[config.mk]
export PLATFORM = sky130hd
export DESIGN_NAME = radix_ascii_formatter
export DESIGN_NICKNAME = d
export VERILOG_FILES = /design/src/rtl/raf_pkg.sv /design/src/rtl/radix_ascii_formatter.sv /design/src/rtl/raf_dabble.sv /design/src/rtl/raf_emitter.sv
export SDC_FILE = /design/constraint.sdc
export NUM_CORES = 1
export LEC_CHECK = 0
export ABC_AREA = 1
export BUFFER_PORTS_ARGS = -buffer_cell sky130_fd_sc_hd__buf_2
export CORE_MARGIN = 2
export CORE_UTILIZATION = 62
export DETAILED_ROUTE_END_ITERATION = 8
export PLACE_DENSITY_LB_ADDON = 0.08
export SLEW_MARGIN = 40
export SYNTH_ARGS = -nofsm -noshare
export SYNTH_HDL_FRONTEND = slang
export SYNTH_SLANG_ARGS = --single-unit
[constraint.sdc]
create_clock -name clk -period 2.8 [get_ports clk]
set_input_delay 0.56 -clock clk [delete_from_list [all_inputs] [get_ports clk]]
set_output_delay 0.56 -clock clk [all_outputs]
set_load 0.01 [all_outputs]
[src/rtl/raf_pkg.sv]
// ----------------------------------------------------------------------------
// raf_pkg: shared types and constants of the radix ascii formatter
// control and datapath codes used by the formatter and its sub-blocks
// ----------------------------------------------------------------------------
package raf_pkg;

    localparam int VALUE_WIDTH_DEF = 32;
    // most characters an item can produce, and the width of a digit count
    localparam int MAX_CHARS = 32;
    localparam int CNT_W     = 6;

    // format codes on the func port, 5 to 7 are spare and act as unsigned
    typedef enum logic [2:0] {
        FMT_UDEC,
        FMT_SDEC,
        FMT_HEX,
        FMT_OCT,
        FMT_BIN,
        FMT_SPARE5,
        FMT_SPARE6,
        FMT_SPARE7
    } fmt_t;

    // digit size in the emitter shift register
    typedef enum logic [1:0] {
        DS_BIN,
        DS_OCT,
        DS_HEX
    } dsize_t;

    // top level control
    typedef enum logic [1:0] {
        ST_IDLE,
        ST_PREP,
        ST_CONV,
        ST_WAIT
    } ctl_state_t;

    // emitter sequencer
    typedef enum logic [1:0] {
        EM_IDLE,
        EM_SKIP,
        EM_SIGN,
        EM_DIGIT
    } em_state_t;

    // load command from the control to the emitter
    typedef struct packed {
        logic             load;
        dsize_t           dsize;
        logic             sign;
        logic             fixed;
        logic [CNT_W-1:0] ndig;
        logic [CNT_W-1:0] keep;
    } emit_cmd_t;

    // decimal digits needed for 2^w - 1
    function automatic int dec_digits(input int w);
        return (w * 30103) / 100000 + 1;
    endfunction

endpackage

[src/rtl/radix_ascii_formatter.sv]
// ----------------------------------------------------------------------------
// radix_ascii_formatter: number to ascii character stream
// formats a value as unsigned or signed decimal, hex, octal or binary
// ----------------------------------------------------------------------------
// One item in gives a stream of ASCII characters out, most significant digit
// first, with last set on the final one. func selects the format: 0 unsigned
// decimal, 1 signed decimal (a '-' ahead of the magnitude of a negative
// value), 2 upper-case hex, 3 octal, 4 binary of bin_digits low bits (0 is
// taken as 1, above 32 as 32); codes 5 to 7 act as unsigned decimal. Only the
// low VALUE_WIDTH bits of value are used. Decimal, hex and octal drop leading
// zeros, and zero prints as a single '0'. The block works on one item at a
// time and holds in_stall high until the last character of that item has been
// taken. A decimal item first runs through the bit-serial bcd converter; hex,
// octal and binary skip it. Leading digits are then dropped in the shift
// register, for binary the bit positions above bin_digits of the 32, and the
// register gives one character per cycle while out_stall is low.
// ----------------------------------------------------------------------------
module radix_ascii_formatter #(
    parameter int VALUE_WIDTH = raf_pkg::VALUE_WIDTH_DEF
) (
    input  logic        clk,
    input  logic        rst_n,
    input  logic        in_valid,
    output logic        in_stall,
    input  logic [31:0] value,
    input  logic [2:0]  func,
    input  logic [5:0]  bin_digits,
    output logic        out_valid,
    input  logic        out_stall,
    output logic [6:0]  char_code,
    output logic        last
);

    localparam int DEC_DIGITS = raf_pkg::dec_digits(VALUE_WIDTH);
    localparam int BCD_W      = 4 * DEC_DIGITS;
    localparam int HEX_D      = (VALUE_WIDTH + 3) / 4;
    localparam int OCT_D      = (VALUE_WIDTH + 2) / 3;
    localparam int BIN_D      = raf_pkg::MAX_CHARS;
    // digit shift register: wide enough for the bcd digits and for 32 bits
    localparam int SR_W       = (BCD_W > BIN_D) ? BCD_W : BIN_D;

    raf_pkg::ctl_state_t        state_reg;
    raf_pkg::ctl_state_t        state_next;
    logic [VALUE_WIDTH-1:0]     v_reg;
    logic [2:0]                 func_reg;
    logic [raf_pkg::CNT_W-1:0]  nbd_reg;
    logic [raf_pkg::CNT_W-1:0]  nbd_clamped;
    logic [63:0]                value_ext;
    logic [63:0]                v_ext;
    logic                       accept;
    logic                       is_dec;
    logic                       neg;
    logic [VALUE_WIDTH-1:0]     mag;
    logic                       conv_start;
    logic                       conv_done;
    logic [BCD_W-1:0]           bcd;
    raf_pkg::emit_cmd_t         cmd;
    logic [SR_W-1:0]            sr_load;
    logic                       em_idle;

    assign accept   = in_valid && !in_stall;
    assign in_stall = (state_reg != raf_pkg::ST_IDLE);

    // value trimmed or zero-extended to the working width
    assign value_ext = 64'(value);
    assign v_ext     = 64'(v_reg);

    // binary digit count: zero means one, anything past 32 saturates
    always_comb
    begin
        if (bin_digits == 6'd0)
            nbd_clamped = raf_pkg::CNT_W'(1);
        else if (bin_digits > 6'(BIN_D))
            nbd_clamped = raf_pkg::CNT_W'(BIN_D);
        else
            nbd_clamped = raf_pkg::CNT_W'(bin_digits);
    end

    always_ff @(posedge clk)
    begin
        if (accept)
        begin
            v_reg    <= value_ext[VALUE_WIDTH-1:0];
            func_reg <= func;
            nbd_reg  <= nbd_clamped;
        end
    end

    // format decode; the magnitude wraps for the most negative value
    assign is_dec = (func_reg != raf_pkg::FMT_HEX) && (func_reg != raf_pkg::FMT_OCT)
                 && (func_reg != raf_pkg::FMT_BIN);
    assign neg    = (func_reg == raf_pkg::FMT_SDEC) && v_reg[VALUE_WIDTH-1];
    assign mag    = neg ? (~v_reg + 1'b1) : v_reg;

    assign conv_start = (state_reg == raf_pkg::ST_PREP) && is_dec;

    raf_dabble #(
        .VALUE_WIDTH (VALUE_WIDTH)
    ) u_dabble (
        .clk   (clk),
        .rst_n (rst_n),
        .start (conv_start),
        .bin   (mag),
        .done  (conv_done),
        .bcd   (bcd)
    );

    // load command: hex, octal and binary straight from the item, decimal
    // once the converter is done; digits are left-aligned in the register
    always_comb
    begin
        cmd.load  = 1'b0;
        cmd.dsize = raf_pkg::DS_HEX;
        cmd.sign  = 1'b0;
        cmd.fixed = 1'b0;
        cmd.ndig  = raf_pkg::CNT_W'(DEC_DIGITS);
        cmd.keep  = raf_pkg::CNT_W'(1);
        sr_load   = SR_W'(bcd) << (SR_W - BCD_W);
        if (state_reg == raf_pkg::ST_CONV)
        begin
            cmd.load = conv_done;
            cmd.sign = neg;
        end
        else if (state_reg == raf_pkg::ST_PREP)
        begin
            cmd.load = !is_dec;
            case (func_reg)
                raf_pkg::FMT_HEX:
                begin
                    cmd.dsize = raf_pkg::DS_HEX;
                    cmd.ndig  = raf_pkg::CNT_W'(HEX_D);
                    sr_load   = SR_W'(v_reg) << (SR_W - 4 * HEX_D);
                end
                raf_pkg::FMT_OCT:
                begin
                    cmd.dsize = raf_pkg::DS_OCT;
                    cmd.ndig  = raf_pkg::CNT_W'(OCT_D);
                    sr_load   = SR_W'(v_reg) << (SR_W - 3 * OCT_D);
                end
                raf_pkg::FMT_BIN:
                begin
                    // bit 31 at the top, unused high bits drop as a fixed count
                    cmd.dsize = raf_pkg::DS_BIN;
                    cmd.fixed = 1'b1;
                    cmd.ndig  = raf_pkg::CNT_W'(BIN_D);
                    cmd.keep  = nbd_reg;
                    sr_load   = SR_W'(v_ext[BIN_D-1:0]) << (SR_W - BIN_D);
                end
                default:
                begin
                    cmd.load = 1'b0;
                end
            endcase
        end
    end

    raf_emitter #(
        .SR_W (SR_W)
    ) u_emitter (
        .clk       (clk),
        .rst_n     (rst_n),
        .cmd       (cmd),
        .sr_in     (sr_load),
        .idle      (em_idle),
        .out_valid (out_valid),
        .out_stall (out_stall),
        .char_code (char_code),
        .last      (last)
    );

    // next state
    always_comb
    begin
        state_next = state_reg;
        case (state_reg)
            raf_pkg::ST_IDLE:
            begin
                if (accept)
                    state_next = raf_pkg::ST_PREP;
            end
            raf_pkg::ST_PREP:
            begin
                state_next = is_dec ? raf_pkg::ST_CONV : raf_pkg::ST_WAIT;
            end
            raf_pkg::ST_CONV:
            begin
                if (conv_done)
                    state_next = raf_pkg::ST_WAIT;
            end
            raf_pkg::ST_WAIT:
            begin
                // emitter leaves idle the cycle after its load
                if (em_idle)
                    state_next = raf_pkg::ST_IDLE;
            end
            default:
            begin
                state_next = raf_pkg::ST_IDLE;
            end
        endcase
    end

    always_ff @(posedge clk or negedge rst_n)
    begin
        if (!rst_n)
            state_reg <= raf_pkg::ST_IDLE;
        else
            state_reg <= state_next;
    end

`ifndef SYNTHESIS
    // an accepted item closes the input until it is fully delivered
    a_accept_holds: assert property (@(posedge clk) disable iff (!rst_n)
        (in_valid && !in_stall) |=> in_stall)
        else $error("input open right after an item was taken");

    // characters only appear while an item is being delivered
    a_out_in_wait: assert property (@(posedge clk) disable iff (!rst_n)
        out_valid |-> (state_reg == raf_pkg::ST_WAIT))
        else $error("character shown outside delivery");
`endif

endmodule

[src/rtl/raf_dabble.sv]
// ----------------------------------------------------------------------------
// raf_dabble: bit-serial binary to bcd converter
// shift-and-add-3, one input bit per cycle, msb first
// ----------------------------------------------------------------------------
module raf_dabble #(
    parameter int VALUE_WIDTH = raf_pkg::VALUE_WIDTH_DEF
) (
    input  logic                                               clk,
    input  logic                                               rst_n,
    input  logic                                               start,
    input  logic [VALUE_WIDTH-1:0]                             bin,
    output logic                                               done,
    output logic [4*raf_pkg::dec_digits(VALUE_WIDTH)-1:0]      bcd
);

    localparam int DEC_DIGITS = raf_pkg::dec_digits(VALUE_WIDTH);
    localparam int BCD_W      = 4 * DEC_DIGITS;
    localparam int CW         = $clog2(VALUE_WIDTH + 1);

    logic [VALUE_WIDTH-1:0] bin_reg;
    logic [BCD_W-1:0]       bcd_reg;
    logic [BCD_W-1:0]       adj;
    logic [CW-1:0]          cnt_reg;
    logic                   busy_reg;
    logic                   done_reg;

    // add 3 to every digit of 5 or more before the shift
    always_comb
    begin
        for (int i = 0; i < DEC_DIGITS; i++)
        begin
            if (bcd_reg[4*i +: 4] >= 4'd5)
                adj[4*i +: 4] = bcd_reg[4*i +: 4] + 4'd3;
            else
                adj[4*i +: 4] = bcd_reg[4*i +: 4];
        end
    end

    always_ff @(posedge clk or negedge rst_n)
    begin
        if (!rst_n)
        begin
            busy_reg <= 1'b0;
            done_reg <= 1'b0;
            cnt_reg  <= '0;
        end
        else if (start)
        begin
            busy_reg <= 1'b1;
            done_reg <= 1'b0;
            cnt_reg  <= CW'(VALUE_WIDTH);
        end
        else if (busy_reg)
        begin
            cnt_reg <= cnt_reg - 1'b1;
            if (cnt_reg == CW'(1))
            begin
                busy_reg <= 1'b0;
                done_reg <= 1'b1;
            end
        end
        else
        begin
            done_reg <= 1'b0;
        end
    end

    always_ff @(posedge clk)
    begin
        if (start)
        begin
            bin_reg <= bin;
            bcd_reg <= '0;
        end
        else if (busy_reg)
        begin
            bin_reg <= bin_reg << 1;
            bcd_reg <= {adj[BCD_W-2:0], bin_reg[VALUE_WIDTH-1]};
        end
    end

    assign done = done_reg;
    assign bcd  = bcd_reg;

`ifndef SYNTHESIS
    // every input bit has been shifted in once the result is flagged
    a_bits_consumed: assert property (@(posedge clk) disable iff (!rst_n)
        done_reg |-> (bin_reg == '0))
        else $error("bcd done with input bits left");
`endif

endmodule

[src/rtl/raf_emitter.sv]
// ----------------------------------------------------------------------------
// raf_emitter: digit shift register and character output stage
// drops leading digits, emits the sign, then one character per cycle while
// out_stall is low
module raf_emitter #(
    parameter int SR_W = raf_pkg::MAX_CHARS
) (
    input  logic               clk,
    input  logic               rst_n,
    input  raf_pkg::emit_cmd_t cmd,
    input  logic [SR_W-1:0]    sr_in,
    output logic               idle,
    output logic               out_valid,
    input  logic               out_stall,
    output logic [6:0]         char_code,
    output logic               last
);

    localparam logic [6:0] ASCII_ZERO   = 7'd48;
    localparam logic [6:0] ASCII_LETTER = 7'd55;
    localparam logic [6:0] ASCII_MINUS  = 7'd45;

    raf_pkg::em_state_t            state_reg;
    raf_pkg::em_state_t            state_next;
    logic [SR_W-1:0]               sr_reg;
    logic [SR_W-1:0]               sr_shifted;
    logic [raf_pkg::CNT_W-1:0]     cnt_reg;
    logic [raf_pkg::CNT_W-1:0]     keep_reg;
    raf_pkg::dsize_t               dsize_reg;
    logic                          sign_reg;
    logic                          fixed_reg;
    logic                          out_valid_reg;
    logic                          out_valid_next;
    logic [6:0]                    char_reg;
    logic                          last_reg;
    logic [3:0]                    top_digit;
    logic [6:0]                    digit_char;
    logic                          skip;
    logic                          slot_free;
    logic                          shift_en;
    logic                          emit_sign;
    logic                          emit_digit;

    // digit at the top of the shift register, and the shift to the next one
    always_comb
    begin
        case (dsize_reg)
            raf_pkg::DS_BIN:
            begin
                top_digit  = {3'b000, sr_reg[SR_W-1]};
                sr_shifted = sr_reg << 1;
            end
            raf_pkg::DS_OCT:
            begin
                top_digit  = {1'b0, sr_reg[SR_W-1 -: 3]};
                sr_shifted = sr_reg << 3;
            end
            default:
            begin
                top_digit  = sr_reg[SR_W-1 -: 4];
                sr_shifted = sr_reg << 4;
            end
        endcase
    end

    assign digit_char = (top_digit < 4'd10) ? ({3'b000, top_digit} + ASCII_ZERO)
                                            : ({3'b000, top_digit} + ASCII_LETTER);

    // binary drops a fixed count, the others drop zeros down to one digit
    assign skip      = (cnt_reg > keep_reg) && (fixed_reg || (top_digit == 4'd0));
    assign slot_free = !out_valid_reg || !out_stall;

    // next state
    always_comb
    begin
        state_next = state_reg;
        case (state_reg)
            raf_pkg::EM_IDLE:
            begin
                if (cmd.load)
                    state_next = raf_pkg::EM_SKIP;
            end
            raf_pkg::EM_SKIP:
            begin
                if (!skip)
                    state_next = sign_reg ? raf_pkg::EM_SIGN : raf_pkg::EM_DIGIT;
            end
            raf_pkg::EM_SIGN:
            begin
                if (slot_free)
                    state_next = raf_pkg::EM_DIGIT;
            end
            raf_pkg::EM_DIGIT:
            begin
                if (slot_free && (cnt_reg == raf_pkg::CNT_W'(1)))
                    state_next = raf_pkg::EM_IDLE;
            end
            default:
            begin
                state_next = raf_pkg::EM_IDLE;
            end
        endcase
    end

    // outputs of the sequencer
    always_comb
    begin
        shift_en   = 1'b0;
        emit_sign  = 1'b0;
        emit_digit = 1'b0;
        case (state_reg)
            raf_pkg::EM_SKIP:
            begin
                shift_en = skip;
            end
            raf_pkg::EM_SIGN:
            begin
                emit_sign = slot_free;
            end
            raf_pkg::EM_DIGIT:
            begin
                shift_en   = slot_free;
                emit_digit = slot_free;
            end
            default:
            begin
                shift_en = 1'b0;
            end
        endcase
    end

    assign out_valid_next = (emit_sign || emit_digit) ? 1'b1
                          : (out_stall ? out_valid_reg : 1'b0);

    always_ff @(posedge clk or negedge rst_n)
    begin
        if (!rst_n)
        begin
            state_reg     <= raf_pkg::EM_IDLE;
            out_valid_reg <= 1'b0;
            cnt_reg       <= '0;
        end
        else
        begin
            state_reg     <= state_next;
            out_valid_reg <= out_valid_next;
            if ((state_reg == raf_pkg::EM_IDLE) && cmd.load)
                cnt_reg <= cmd.ndig;
            else if (shift_en)
                cnt_reg <= cnt_reg - 1'b1;
        end
    end

    always_ff @(posedge clk)
    begin
        if ((state_reg == raf_pkg::EM_IDLE) && cmd.load)
        begin
            sr_reg    <= sr_in;
            keep_reg  <= cmd.keep;
            dsize_reg <= cmd.dsize;
            sign_reg  <= cmd.sign;
            fixed_reg <= cmd.fixed;
        end
        else if (shift_en)
        begin
            sr_reg <= sr_shifted;
        end
        if (emit_sign)
        begin
            char_reg <= ASCII_MINUS;
            last_reg <= 1'b0;
        end
        else if (emit_digit)
        begin
            char_reg <= digit_char;
            last_reg <= (cnt_reg == raf_pkg::CNT_W'(1));
        end
    end

    assign idle      = (state_reg == raf_pkg::EM_IDLE) && !out_valid_reg;
    assign out_valid = out_valid_reg;
    assign char_code = char_reg;
    assign last      = last_reg;

`ifndef SYNTHESIS
    // once the final character is out the sequencer has nothing left
    a_last_ends: assert property (@(posedge clk) disable iff (!rst_n)
        (out_valid_reg && last_reg) |-> (state_reg == raf_pkg::EM_IDLE))
        else $error("final character shown while digits remain");

    // a digit is never emitted from an empty count
    a_cnt_live: assert property (@(posedge clk) disable iff (!rst_n)
        ((state_reg == raf_pkg::EM_DIGIT) || (state_reg == raf_pkg::EM_SKIP))
        |-> (cnt_reg != '0))
        else $error("digit count ran out");
`endif

endmodule
# == Word-level counts from Yosys, hierarchy flattened ==
# Index checks and enable logic that the tools add are counted.
# W data, S select, Z words.
# totals
inputBits,45
ff_bits,190
output_inout_bits,10
elab_cells,164
# op_classes
bitwise,3
n_lt_le_gt_ge,13
add_sub_neg,15
n_eq_ne,25
n_mux,57
reduce_logical,31
# op_table
cell,n
$mux W40,4
$pmux W40 S2,2
$mux W32,3
$ge A4 B3 Y1 const B,10
$add A4 B2 Y4 const B,9
$mux W4,9
$mux W6,6
$add A32 B1 Y32 const B,1
$not A32 Y32,1
$mux W12,2
$pmux W6 S3,1
$pmux W2 S4,2
$mux W1,15
$add A4 B6 Y7 const B,2
$mux W2,7
$eq A6 B1 Y1 const B,2
$sub A6 B1 Y6 const B,2
$ne A2 B1 Y1 const B,5
$logic_and A1 B1 Y1,9
$eq A2 B2 Y1 const B,4
$pmux W4 S2,1
$mux W7,1
$eq A2 B1 Y1 const B,3
$eq A3 B2 Y1 const B,2
other kinds (23),41

# == Logic depth before layout (Yosys ltp) ==
# Gate-level depths: netlist of run 1.
# logic_depth
word_depth,9
ltp_mapped,13
depth_no_buf,12

# == By module ==
# A second synthesis of run 1 with hierarchy kept.
# hier_totals
hier_cells,1474
hier_area_um2,11292.1
# by_module_without_submodules
mod,area_each_um2,cells_each,seq_area_each_um2,instances
raf_dabble,4113.9,538,1961.9,1
raf_emitter,3778.6,437,1886.8,1
radix_ascii_formatter,3399.5,499,1281.2,1

# == Worst setup path after synthesis of run 1 ==
# No wires, ideal clock.
# synth_timing
path_type,register to register
start,register u_emitter.dsize_reg[1]
end,register u_emitter.sr_reg[0] (enable)
stages_incl_launch_ff,11
arrival_ps,1973
n_path_buf,1
synth_period_minus_slack_ps,2488
slack_ps,312
setup_time_ps,515
t_required_ps,2285
path_cell_list,edfxtp_1 -> inv_2 -> nand2_1 -> buf_4 -> o22ai_2 -> inv_1 -> ha_1 -> nand4_1 -> nand2_1 -> nand3_2 -> nand3_2
# synth_via
elab_chain_cells,7
elab_cells_between_ends,8
classes_between,eq/ne (1); mux (2); reduce/logical (5)
# synth_lines
item,line_no,rtl
start: declaration,raf_emitter.sv:29,raf_pkg::dsize_t dsize_reg;
start signal: assignment,raf_emitter.sv:160,dsize_reg <= cmd.dsize;
$eq A2 B1 Y1 / $logic_not A2 Y1 (equally long branches),raf_emitter.sv:47,case (dsize_reg)
$pmux W4 S2 *,raf_emitter.sv:47,
$logic_not A4 Y1 *,raf_emitter.sv:70,assign skip = (cnt_reg > keep_reg) && (fixed_reg || (top_digit == 4'd0));
$logic_or A1 B1 Y1 *,raf_emitter.sv:70,
$logic_and A1 B1 Y1 *,raf_emitter.sv:70,
$pmux W1 S2 *,raf_emitter.sv:111,case (state_reg)
$reduce_bool A2 Y1 (no line) *,-,
end signal: assignment,raf_emitter.sv:158,sr_reg <= sr_in;
end signal: assignment,raf_emitter.sv:166,sr_reg <= sr_shifted;
end: declaration,raf_emitter.sv:25,logic [SR_W-1:0] sr_reg;
# Every way passes the cells marked *; elsewhere a longest branch is shown, timed or not.
# A chain may end at the register's enable or synchronous reset.

# == Worst setup path in the final report of run 1 ==
# layout_timing
start,register u_emitter.dsize_reg[1]
end,register u_emitter.sr_reg[19] (enable)
# The elaborated chain is that of the path after synthesis.

==> results of run 1 <==
[worst paths after layout]
| kind | cells past startpoint | start | slack [ps] | endpoint |
|---|---|---|---|---|
| worst max-delay path | 10 | u_emitter.dsize_reg[1] | 380 | u_emitter.sr_reg[19] |
| worst min-delay path | 1 | rst_n | 80 | u_emitter.state_reg[0] |
| worst max register to register | 10 | u_emitter.dsize_reg[1] | 380 | u_emitter.sr_reg[19] |
| worst min register to register | 2 | u_emitter.char_code[6] | 470 | u_emitter.char_code[6] |
| max in group asynchronous | 1 | rst_n | 2390 | u_dabble.cnt_reg[0] |
| min in group clk | 1 | value[17] | 290 | v_reg[17] |
[cells in the mapped netlist, drive strengths merged]
cell type,count
a31oi,1
o21ai,88
ha,41
buf,43
nand2,346
a21boi,1
nor3,20
a221oi,2
o22ai,64
xnor2,9
o22a,1
a22oi,34
edfxtp,123
and3,1
o221ai,1
dfxtp,48
nand3,70
o211ai,11
nand4,14
nor2,101
nand3b,2
a21oi,45
o31ai,3
xor2,24
and2,1
a211oi,2
inv,151
or2,3
clkbuf,11
o21bai,1
dfrtp,19
[metrics by stage]
stage | std cells | utilization, % | hold WS, ps | worst slack [ps] | instance area [sq um]
after floorplan | 1281 | - | 264.4 | 311.6 | 10640
after global placement | 1523 | 66.36 | 451.1 | 435.6 | 11080
after detailed placement | 1523 | 66.41 | 456.3 | 392.5 | 11090
after CTS | 1555 | 69.91 | 71.27 | 364.3 | 11670
after global routing | 1555 | 69.91 | 97.48 | 158.2 | 11670
final | 1555 | 69.91 | 77.79 | 377.8 | 11670
[critical path: stages (launching register included)]
cell and delay, ps:
edfxtp_1 450, inv_2 90, nand2_1 90, nor2_1 50
a221oi_1 340, ha_1 270, nand4_1 100, nand2_1 100
nand3_2 140, nand3_2 110, buf_4 340
[layer usage]
layer | up-vias | wire length [um] | track usage [%]
met5 | - | 0 | 0
met4 | 0 | 324 | 7.002
met3 | 39 | 1990 | 5.593
met2 | 371 | 10900 | 41.37
met1 | 4071 | 11660 | 43.10
li1 | 4411 | - | -
[layout by cell type, fill, tap and decap left out, types with 9 or more instances in the layout]
cell type	Yosys	layout
o211ai_1	11	11
a21oi_1	43	43
clkbuf_16	0	17
dfxtp_1	48	48
nand2_1	341	340
nor2_1	92	92
xnor2_1	9	9
nor2_2	9	9
o22ai_1	63	63
nor3_1	18	18
edfxtp_1	123	123
nand3_1	67	67
xor2_1	24	24
a22oi_1	34	34
inv_1	143	143
o21ai_0	74	74
nand4_1	14	14
buf_2	32	54
o21ai_1	12	12
ha_1	41	41
dfrtp_1	19	19
buf_4	5	20
[final cells by class]
type	instances	area, sq um
sequential	190	5130
inverter	151	566.8
clock buffer	18	429.2
multi-input combinational	886	4658
timing repair buffer	76	460.4
fill	1369	5026
clock inverter	14	155.1
tap	220	275.3
[where the power goes]
| part | internal, uW | leakage (uW) | switching, uW |
|---|---|---|---|
| sequential | 2960 | 0.00150 | 0.0000000000000511 |
| clock | 1330 | 0.000282 | 1100 |
| combinational | 23.6 | 0.00334 | 17.8 |
[kinds of logic (layout without fill, tap and decap cells)]
logic type      Yosys count  after routing  synth area share (%)
compound gates          254            254                 14.28
xor+xnor                 33             33                 2.717
fa+ha+maj                41             41                 4.823
buf+inv                 205            259                 8.070
flops                   190            190                 48.23
simple gates            558            558                 21.88
==> impl_metrics.ini, run 1 <==
[worst_setup_path]
crit_fanout = 29
cp_data_arrival_time_ps = 2520
critPathKind = reg -> reg
endpoint_kind = flop
crit_required_ps = 2900
start_kind = flop

[timing]
grt_setup_unrepaired = false
slew_viol_final = 0
timing.setup.tns_ps = 0
period_minus_slack_ps = 2422
post-route-period-util_pct = 86.51
tightest_slew_ps = 724.8
slew_headroom_pct = 51.50
hold_viol = 0
clock_skew_ps = 10.33
finalSetupViolCount = 0
fmax_mhz = 412.8

[global_routing]
track_usage_pct = 28.17
grt_max_degree = 49
grt_pass1_vias = 8109
overflow = 0
antenna_found_initial = 0
grt_pass1_wl_um = 40480

[power]
power_uw = 5437
power_density_nw_per_um2 = 465.7
p_leak_uw = 0.005116
irDropWorstVdd_mv = 0.4468

[job]
cap_violations = 0

[floorplan]
start_util_pct = 63.69
fp.dieArea_sq_um = 18220
io_pins = 55
core_sq_um = 16700
rows = 47
die_h_um = 135.0
dieWidth_um = 135.0

[finish]
syn_to_final_growth_pct = 9.763
final_nets = 1408
num_antenna_cells = 0
layout-drive-gt1-share_pct = 10.56

[route]
routed_wl_um = 24880
post-route-drc-count = 0
drt-initial-drc-count = 1090
postRouteAntennaNets = 0
routed_via_density = 5.718
drtPass1Iterations = 8
wl_per_cell_um = 16.00
vias = 8892

[yosys]
yosys.area.top_type_share_pct = 34.73
syn_area_sq_um = 10640
yosys.area.top_type = edfxtp_1
synth-seq-area-share_pct = 48.23
ys_warn_count = 0
syn_avg_cell_area_sq_um = 8.303
syn-num-nets = 1367
ys_seq_elements = 190
syn_inst = 1281
synth_area_leaders = edfxtp_1, nand2_1, dfxtp_1
synth.distinct_cells = 46

[clock_network]
clock-sinks = 190
root_buffer = clkbuf_16
cts.hold.buffers_added = 0
numCtsBuffers = 17
post-cts-setup-buffers = 0
clkLatencyLatePin_ps = 430
cts_resized = 0
cts_tree = yes
clockBufferDepth = 2
htreeDepth = 4
clk_pin_slew_ps = 70

[placed_design]
portBuffers = 54
place.gp.congestion = 0.8910
place_hpwl_um = 17310

[outcome]
outcome = finished, final reports clean

[worst_hold_path]
hold_class = in -> async
No activity file was read; power rests on OpenSTA's default activity.
==> inputs of run 2 (changes only) <==
--- a/config.mk
+++ b/config.mk
@@ -7,8 +7,10 @@
 export LEC_CHECK = 0
 export ABC_AREA = 1
 export BUFFER_PORTS_ARGS = -buffer_cell sky130_fd_sc_hd__buf_2
+export CELL_PAD_IN_SITES_DETAIL_PLACEMENT = 0
+export CELL_PAD_IN_SITES_GLOBAL_PLACEMENT = 1
 export CORE_MARGIN = 2
-export CORE_UTILIZATION = 62
+export CORE_UTILIZATION = 47
 export DETAILED_ROUTE_END_ITERATION = 8
 export PLACE_DENSITY_LB_ADDON = 0.08
 export SLEW_MARGIN = 40
==> impl_metrics.ini, run 2 (same netlist as run 1, synthesis figures left out) <==
[timing]
slew_headroom_pct = 46.43
finalSetupViolCount = 0
hold_viol = 0
timing.setup.tns_ps = 0
hold_ws_ps = 64.45
clock_skew_ps = 18.02
period_minus_slack_ps = 2525
finalWorstSetupSlack_ps = 275.0
grt_setup_unrepaired = false
slew_viol_final = 0
post-route-period-util_pct = 90.18
tightest_slew_ps = 800.5
fmax_mhz = 396.0

[power]
switching_share_pct = 22.58
p_leak_uw = 0.005120
irDropWorstVdd_mv = 0.3569
power_frac_comb_pct = 0.8
p_clk_share_pct = 44.7
power_density_nw_per_um2 = 460.6
p_int_uw = 4199
sequentialPowerShare_pct = 54.5
p_switching_uw = 1225

[placed_design]
place_ws_ps = 260.8
place_hpwl_um = 18880
place.gp.congestion = 0.7922
portBuffers = 54
placed_cell_area_sq_um = 11190

[worst_setup_path]
crit_fanout = 22
cp_data_arrival_time_ps = 2670
crit_required_ps = 2950
worstPathBufferInverterCount = 2
start_kind = flop
endpoint_kind = flop
crit_chain = inv_2 -> nand2_1 -> nor2_1 -> a221oi_1 -> ha_1 -> nand4_1 -> nand2_1 -> nand3_2 -> nand3_2 -> buf_12
crit_family = simple AND/OR/NAND/NOR gates
critPathKind = reg -> reg
crit_slowest_cell = edfxtp_1
slowest_delay_ps = 500

[route]
vias = 8721
postRouteAntennaNets = 0
routed_wl_um = 26440
drtPass1Iterations = 5
routed_via_density = 5.387
post-route-drc-count = 0
wl_per_cell_um = 16.33
drt-initial-drc-count = 747

[finish]
num_antenna_cells = 0
syn_to_final_growth_pct = 10.70
final_util_pct = 52.49
layout_commonest_cell = nand2_1
layout-drive-gt1-share_pct = 10.64
filler_cell_count = 2177
final_area_sq_um = 11780
final_nets = 1407
layout_common_cells = nand2_1, inv_1, edfxtp_1

[clock_network]
clkLatencyLatePin_ps = 450
clk_pin_slew_ps = 80
clock-sinks = 190
post-cts-setup-buffers = 0
clockBufferDepth = 2
numCtsBuffers = 17
root_buffer = clkbuf_16
cts_resized = 0
htreeDepth = 4
cts.hold.buffers_added = 0
cts_tree = yes

[floorplan]
rows = 55
start_util_pct = 47.41
die_h_um = 154.4
io_pins = 55
core_sq_um = 22430
dieWidth_um = 154.4
fp.dieArea_sq_um = 23850

[global_routing]
grt_pass1_wl_um = 43570
antenna_found_initial = 0
grt_pass1_vias = 8098
overflow = 0
grt_max_degree = 57
track_usage_pct = 23.03

[job]
cap_violations = 0

[worst_hold_path]
hold_class = in -> async

[outcome]
outcome = finished, final reports clean
-- run 2: cell types whose count changed in the layout (fill, tap and decap cells not counted), sizes merged --
| cell | change |
|---|---|
| inv | +3 |
| bufinv | -2 |
| buf | -1 |
| clkinvlp | -1 |
-- run 2: cell type report --
type                       instances  area [sq um]  share of cell area (%)
clock buffer                      18         439.2                   3.730
clock inverter                    14         143.9                   1.222
inverter                         151         566.8                   4.814
multi-input combinational        886          4661                   39.58
sequential                       190          5130                   43.57
tap                              285         356.6                   3.028
timing repair buffer              75         478.0                   4.059
-- run 2: worst reg2reg max path, delay by kind of cell (launching register included) --
kind / cells / cell delay, ps
AND/OR/NAND/NOR: 6 / 770
flip-flops: 1 / 500
AO/OA/AOI/OAI: 1 / 360
buffers and inverters: 2 / 340
adder cells (fa/ha/maj): 1 / 280
-- run 2: path summary, 6_finish.rpt --
kind,startpoint,cells past startpoint,slack (ps),endpoint
worst min-delay path,rst_n,1,60,u_dabble.cnt_reg[5]
worst max register to register,u_emitter.dsize_reg[1],10,270,u_emitter.sr_reg[24]
min in group clk,value[10],1,280,v_reg[10]
max in group asynchronous,rst_n,1,2400,u_emitter.cnt_reg[5]
worst max-delay path,u_emitter.dsize_reg[1],10,270,u_emitter.sr_reg[24]
worst min register to register,u_emitter.char_code[6],2,470,u_emitter.char_code[6]
-- run 2: layer usage --
layer,track usage [%],up-vias,part of all wire [%]
met1,36.26,4054,51
met3,2.886,14,5.5
met5,0,-,0
met4,5.203,0,0.90
met2,33.80,252,42
li1,-,4401,-
-- run 2: power groups by stage --
stage                     Combinational [uW]  Clock, uW  Sequential (uW)
after floorplan                         5.50          0             3020
after global routing                    49.2       2570             2960
final                                   42.3       2420             2960
after global placement                  42.2          0             3020
after detailed placement                43.7          0             3020
after CTS                               43.7       2480             2960
-- run 2: metrics by stage --
| stage | std cells | total power, uW |
|---|---|---|
| 3_5_place_dp | 1587 | 3065 |
| 2_1_floorplan | 1281 | 3027 |
| 6_report | 1619 | 5424 |
| 4_1_cts | 1619 | 5482 |
| 5_1_grt | 1619 | 5577 |
| 3_3_place_gp | 1587 | 3063 |
